### config.mk
export PLATFORM = sky130hd
export DESIGN_NAME = m3i_merge
export DESIGN_NICKNAME = d
export VERILOG_FILES = /design/src/rtl/m3i_pkg.sv /design/src/rtl/m3i_merge.sv
export SDC_FILE = /design/constraint.sdc
export NUM_CORES = 1
export LEC_CHECK = 0
export ABC_AREA = 1
export BUFFER_PORTS_ARGS = -buffer_cell sky130_fd_sc_hd__buf_2
export CORE_AREA = 2 2 235 237
export CTS_CLUSTER_SIZE = 28
export DETAILED_ROUTE_END_ITERATION = 6
export DIE_AREA = 0 0 237 239
export GPL_ROUTABILITY_DRIVEN = 0
export SLEW_MARGIN = 20
export SYNTH_ARGS = -nofsm -noshare
export SYNTH_HDL_FRONTEND = slang
export SYNTH_SLANG_ARGS = --single-unit
### constraint.sdc
create_clock -name clock -period 1 [get_ports clock]
set_input_delay 0.15 -clock clock [delete_from_list [all_inputs] [get_ports clock]]
set_output_delay 0.15 -clock clock [all_outputs]
set_load 0.005 [all_outputs]
### src/rtl/m3i_pkg.sv
// shared widths, types and constants of the 3x3 matrix inverse
// no dependencies; imported by every module of the block
`default_nettype none
package m3i_pkg;

   localparam int ELEM_W    = 32;
   localparam int FRAC_BITS = 16;
   localparam int THR_W     = 31;
   localparam int NUM_ELEM  = 9;

   // payload widths, packed and padded to whole bytes
   localparam int ELEMS_W = NUM_ELEM * ELEM_W;
   localparam int DATA_W  = ((ELEMS_W + 7) / 8) * 8;

   // exact intermediate widths
   localparam int PROD_W = 2 * ELEM_W;
   localparam int COF_W  = 2 * ELEM_W + 1;
   localparam int CMAG_W = 2 * ELEM_W;
   localparam int PP_W   = 2 * ELEM_W + 1;
   localparam int DET_W  = 3 * ELEM_W + 2;
   localparam int DMAG_W = DET_W - 1;

   // threshold compare width
   localparam int LIM_W = THR_W + 2 * FRAC_BITS;
   localparam int CMP_W = (LIM_W > DMAG_W) ? LIM_W : DMAG_W;

   // divider widths: numerator, denominator, partial remainder
   localparam int SH_W  = CMAG_W + 2 * FRAC_BITS + 1;
   localparam int NUM_W = ((SH_W > DMAG_W) ? SH_W : DMAG_W) + 1;
   localparam int DEN_W = DMAG_W + 1;
   localparam int REM_W = ((NUM_W > DEN_W + ELEM_W) ? NUM_W : DEN_W + ELEM_W) + 1;

   // determinant side data shared by all lanes
   typedef struct packed {
      logic              vld;
      logic              sng;
      logic              dneg;
      logic [DMAG_W-1:0] dmag;
   } det_info_type;

   // one lane's finished quotient
   typedef struct packed {
      logic              vld;
      logic              sng;
      logic [ELEM_W-1:0] q;
   } lane_out_type;

endpackage
`default_nettype wire

### src/rtl/m3i_merge.sv
// merge stage: gathers the nine lane quotients, zeroes them for a singular matrix
// depends on m3i_pkg
`default_nettype none
module m3i_merge import m3i_pkg::*; (
   input  logic               clock,
   input  logic               reset,
   input  logic               en,
   input  lane_out_type       lanes [NUM_ELEM],
   output logic               tail_vld,
   output logic               tail_sng,
   output logic [ELEMS_W-1:0] tail_data
);

   logic               vld_ff, sng_ff;
   logic [ELEMS_W-1:0] data_ff, data_in;

   // pack lanes in row-major order, lowest element first
   always_comb begin
      data_in = '0;
      for (int i = 0; i < NUM_ELEM; i++) begin
         data_in[i*ELEM_W +: ELEM_W] = lanes[0].sng ? '0 : lanes[i].q;
      end
   end

   always_ff @(posedge clock) begin
      if (reset) begin
         vld_ff <= 1'b0;
      end else if (en) begin
         vld_ff <= lanes[0].vld;
      end
      if (en) begin
         sng_ff  <= lanes[0].sng;
         data_ff <= data_in;
      end
   end

   assign tail_vld  = vld_ff;
   assign tail_sng  = sng_ff;
   assign tail_data = data_ff;

endmodule
`default_nettype wire

* After elaboration in Yosys (flattened, before gate mapping)
Cells that the tools add are included. Widths: inputs -> output; s select.
Word-level totals: register bits 290, bits in latches 0, RAM bits 0, bits in read-only memories 0, input port bits 309, logic and storage cells 3, memories 0
Cells by class: add/sub/neg operators 0, $mul 0, divide/modulo/power cells 0, order comparisons 0, eq/ne operators 0, shift operators 0, multiplexer cells 0, bitwise operators 0, reductions and logical operators 0

* Depth between registers and ports, before layout
depth after elaboration 0, gate-level depth with buffers 4

* Worst setup path after synthesis
OpenSTA, ideal clock, no wires.
path kind in2reg, start input port lanes[304] in the netlist's numbering, end register data_ff[100], in the netlist tail_data[100], data pin, arrival 0.572 ns, required time 0.748 ns, path slack 0.176 ns, cell stages on the path 4, buffers on the path 3, cells stage by stage buf_6 -> buf_6 -> buf_6 -> nor2_1
RTL lines:
- start, declared | RTL line m3i_merge.sv:8 | input lane_out_type lanes [NUM_ELEM],
- end signal, assigned | RTL line m3i_merge.sv:33 | data_ff <= data_in;
- end, declared | RTL line m3i_merge.sv:15 | logic [ELEMS_W-1:0] data_ff, data_in;
No word-level cell between the ends.

* Worst setup path after layout
start register data_ff[38], in the netlist tail_data[38], end output port tail_data[38]
RTL lines:
- end, declared | RTL line m3i_merge.sv:11 | output logic [ELEMS_W-1:0] tail_data
No word-level cell between the ends.

==> impl_metrics.py <==
metrics = {
    "clock_network": {
        "clk_latency_ns": 0.56,
        "cts_buffers": 31,
        "cts.clk_slew.worst_paths_ns": 0.06,
        "postCtsSetupBuffers": 0,
        "cts_max_path_buffers": 3,
        "h-tree-depth": 1,
        "cts_root_buf": "clkbuf_16",
        "cts_tree": "done",
        "cts_sinks": 290,
    },
    "final_layout": {
        "layout-drive-gt1-share": 0.368,
        "fin_nets": 2152,
        "final_area_mm2": 0.0192,
        "area_delta_synth_final_pct": 71.0,
        "fill_cells": 5162,
        "diodes": 0,
    },
    "global_route": {
        "antenna_found_initial": 0,
        "grt_overflow_total": 0,
        "grt_max_degree": 37,
        "grt_pass1_wl_mm": 53.7,
        "grt_pass1_vias": 10100,
        "track_usage": 0.120,
    },
    "setup_path": {
        "cp_top_family": "flip-flops",
        "required_ns": 0.85,
        "cp-start-kind": "register",
        "crit_chain": "buf_2",
        "r2r_start": "tail_vld",
        "cp_num_buf_inv": 1,
        "arrival_ns": 1.15,
        "r2r_slack_ns": 0.45,
        "worstSetupPathType": "register to primary output",
        "slowest_stage": "edfxtp_1",
        "r2r-end": "tail_vld",
        "crit_fanout": 1,
        "end_kind": "primary output",
        "reg2regPathDepth": 2,
        "cpPeakStageDelay_ns": 0.43,
    },
    "logic_synthesis": {
        "syn_area_mm2": 0.0112,
        "yosysWarnings": 0,
        "synthDistinctLibCells": 7,
        "syn_inst": 904,
        "synthAdderAreaFrac": 0,
        "synthMuxAreaShare": 0,
        "syn_area_per_cell_um2": 12.4,
        "synth-xor-area-share": 0,
        "synth_fp_nets": 1213,
        "synth_compound_area_frac": 0,
        "yosys_register_bits": 290,
        "synthSimpleGateAreaFrac": 0.0978,
        "ys_seq_area_frac": 0.776,
        "synth_top_family_by_area": "buffers and inverters",
    },
    "sta": {
        "period_share": 1.30,
        "hold_violations": 0,
        "tns_ns": -62.95,
        "layout_min_cycle_time_ns": 1.30,
        "slew_headroom": 0.754,
        "finalSetupViolCount": 290,
        "rsz0062_at_grt": "yes",
        "fmaxAchievable_mhz": 768,
        "layout_setup_ws_ns": -0.303,
        "slew_violations": 0,
        "tightest_slew_ns": 0.368,
        "clock_skew_ns": 0,
    },
    "die": {
        "rows": 86,
        "fp.coreArea_mm2": 0.0543,
        "die_area_mm2": 0.0566,
        "fp.dieH_um": 239,
        "start_util": 0.206,
        "ios": 599,
        "fp.dieW_um": 237,
    },
    "flow_run": {
        "cap_violations": 0,
    },
    "drt": {
        "ant_nets": 0,
        "viasPerCell": 3.77,
        "wirelength_mm": 35.9,
        "first_pass_iters": 5,
        "wire_per_inst_um": 14.0,
        "drcViolationCount": 0,
        "vias": 9684,
        "drt_iter0_drc": 331,
    },
    "power": {
        "powerDensity_mw_per_mm2": 1530,
        "leakagePower_nw": 9.24,
        "power.total_mw": 29.4,
        "ir_worst_vdd_mv": 1.09,
    },
    "run_status": {
        "failed_checks": "setup timing",
        "status": "finished with violations",
    },
    "placed_design": {
        "io_buffers": 582,
        "dpl-instance-area_mm2": 0.0153,
        "hpwl_mm": 24.6,
    },
    "min_path": {
        "holdPathEnd": "tail_data[108]",
        "hold_path_depth": 2,
        "min_path_type": "primary input to register",
        "min_from": "en",
    },
}
[how the worst max path moves through the flow]
stage                   from             end  slack, ns  cells past startpoint
2_1_floorplan     lanes[304]  tail_data[100]       0.18                      4
3_3_place_gp      lanes[304]  tail_data[275]       0.02                      4
3_5_place_dp      lanes[304]   tail_data[47]      -0.01                      4
4_1_cts         tail_data[3]    tail_data[3]      -0.34                      1
6_report       tail_data[38]   tail_data[38]      -0.30                      1
5_1_grt        tail_data[38]   tail_data[38]      -0.35                      1
[stage by stage]
stage | setup slack, ns | util | hold slack [ns] | instances
after global placement | 0.0152 | 0.282 | 0.392 | 2223
after global routing | -0.350 | 0.353 | 0.00264 | 2569
after floorplan | 0.176 | - | 0.249 | 904
final | -0.303 | 0.353 | 0.0263 | 2569
after detailed placement | -0.0127 | 0.282 | 0.389 | 2223
after CTS | -0.345 | 0.353 | 0.00264 | 2569
[where the power goes]
group | internal, mW | leakage [nW] | switching [mW]
Combinational | 2.17 | 5.99 | 1.79
Clock | 6.13 | 0.456 | 4.59
Sequential | 14.4 | 2.79 | 0.268
Total | 22.7 | 9.24 | 6.65
[cell usage after synthesis]
| cell type | instances | area, um^2 |
|---|---|---|
| edfxtp_1 | 289 | 8680 |
| buf_6 | 26 | 293 |
| nand2_1 | 2 | 7.51 |
| dfxtp_1 | 1 | 20.0 |
| buf_2 | 6 | 30.0 |
| inv_1 | 290 | 1090 |
| nor2_1 | 290 | 1090 |
[final cells by class]
cell class,instances,area (um^2),area share
Inverter,290,1090,0.0568
Tap cell,704,881,0.0460
Timing Repair Buffer,938,6460,0.337
Multi-Input combinational cell,292,1100,0.0572
Clock buffer,36,795,0.0415
Clock inverter,19,138,0.00718
Sequential cell,290,8700,0.454
[kinds of logic (layout without fill, tap and decap cells)]
group	count (synthesis)	count (layout)
AND/OR/NAND/NOR	292	292
buffers and inverters	322	1283
flip-flops	290	290
[state kept, by name, summed over array words and instances, names as in the netlist]
name,flops
tail_vld,1
tail_sng,1
tail_data,288
[routing by layer]
layer / global-route usage / wire [um]
met4: 0.0621 / 1640
met3: 0.0368 / 3260
met1: 0.125 / 12700
met5: 0 / 0
met2: 0.219 / 18300
[worst reg2reg max path, stage by stage (launching register included)]
cell and delay [ns]:
dfxtp_2 0.31, nor2_1 0.09, nor2_1 0.04
[timing repair]
item	CTS	global route
resized for setup	2	0
hold endpoints to repair	290	1
setup endpoints to repair	290	291
pin swaps	0	1
hold buffers	291	1
[layout by cell type, fill, tap and decap left out, drive strengths merged]
| cell type | instances |
|---|---|
| buf | 647 |
| bufinv | 2 |
| clkbuf | 36 |
| clkinv | 15 |
| dfxtp | 1 |
| dlygate4sd3 | 291 |
| edfxtp | 289 |
| inv | 292 |
| nand2 | 2 |
| nor2 | 290 |
Power figures use the tool's default switching activity.
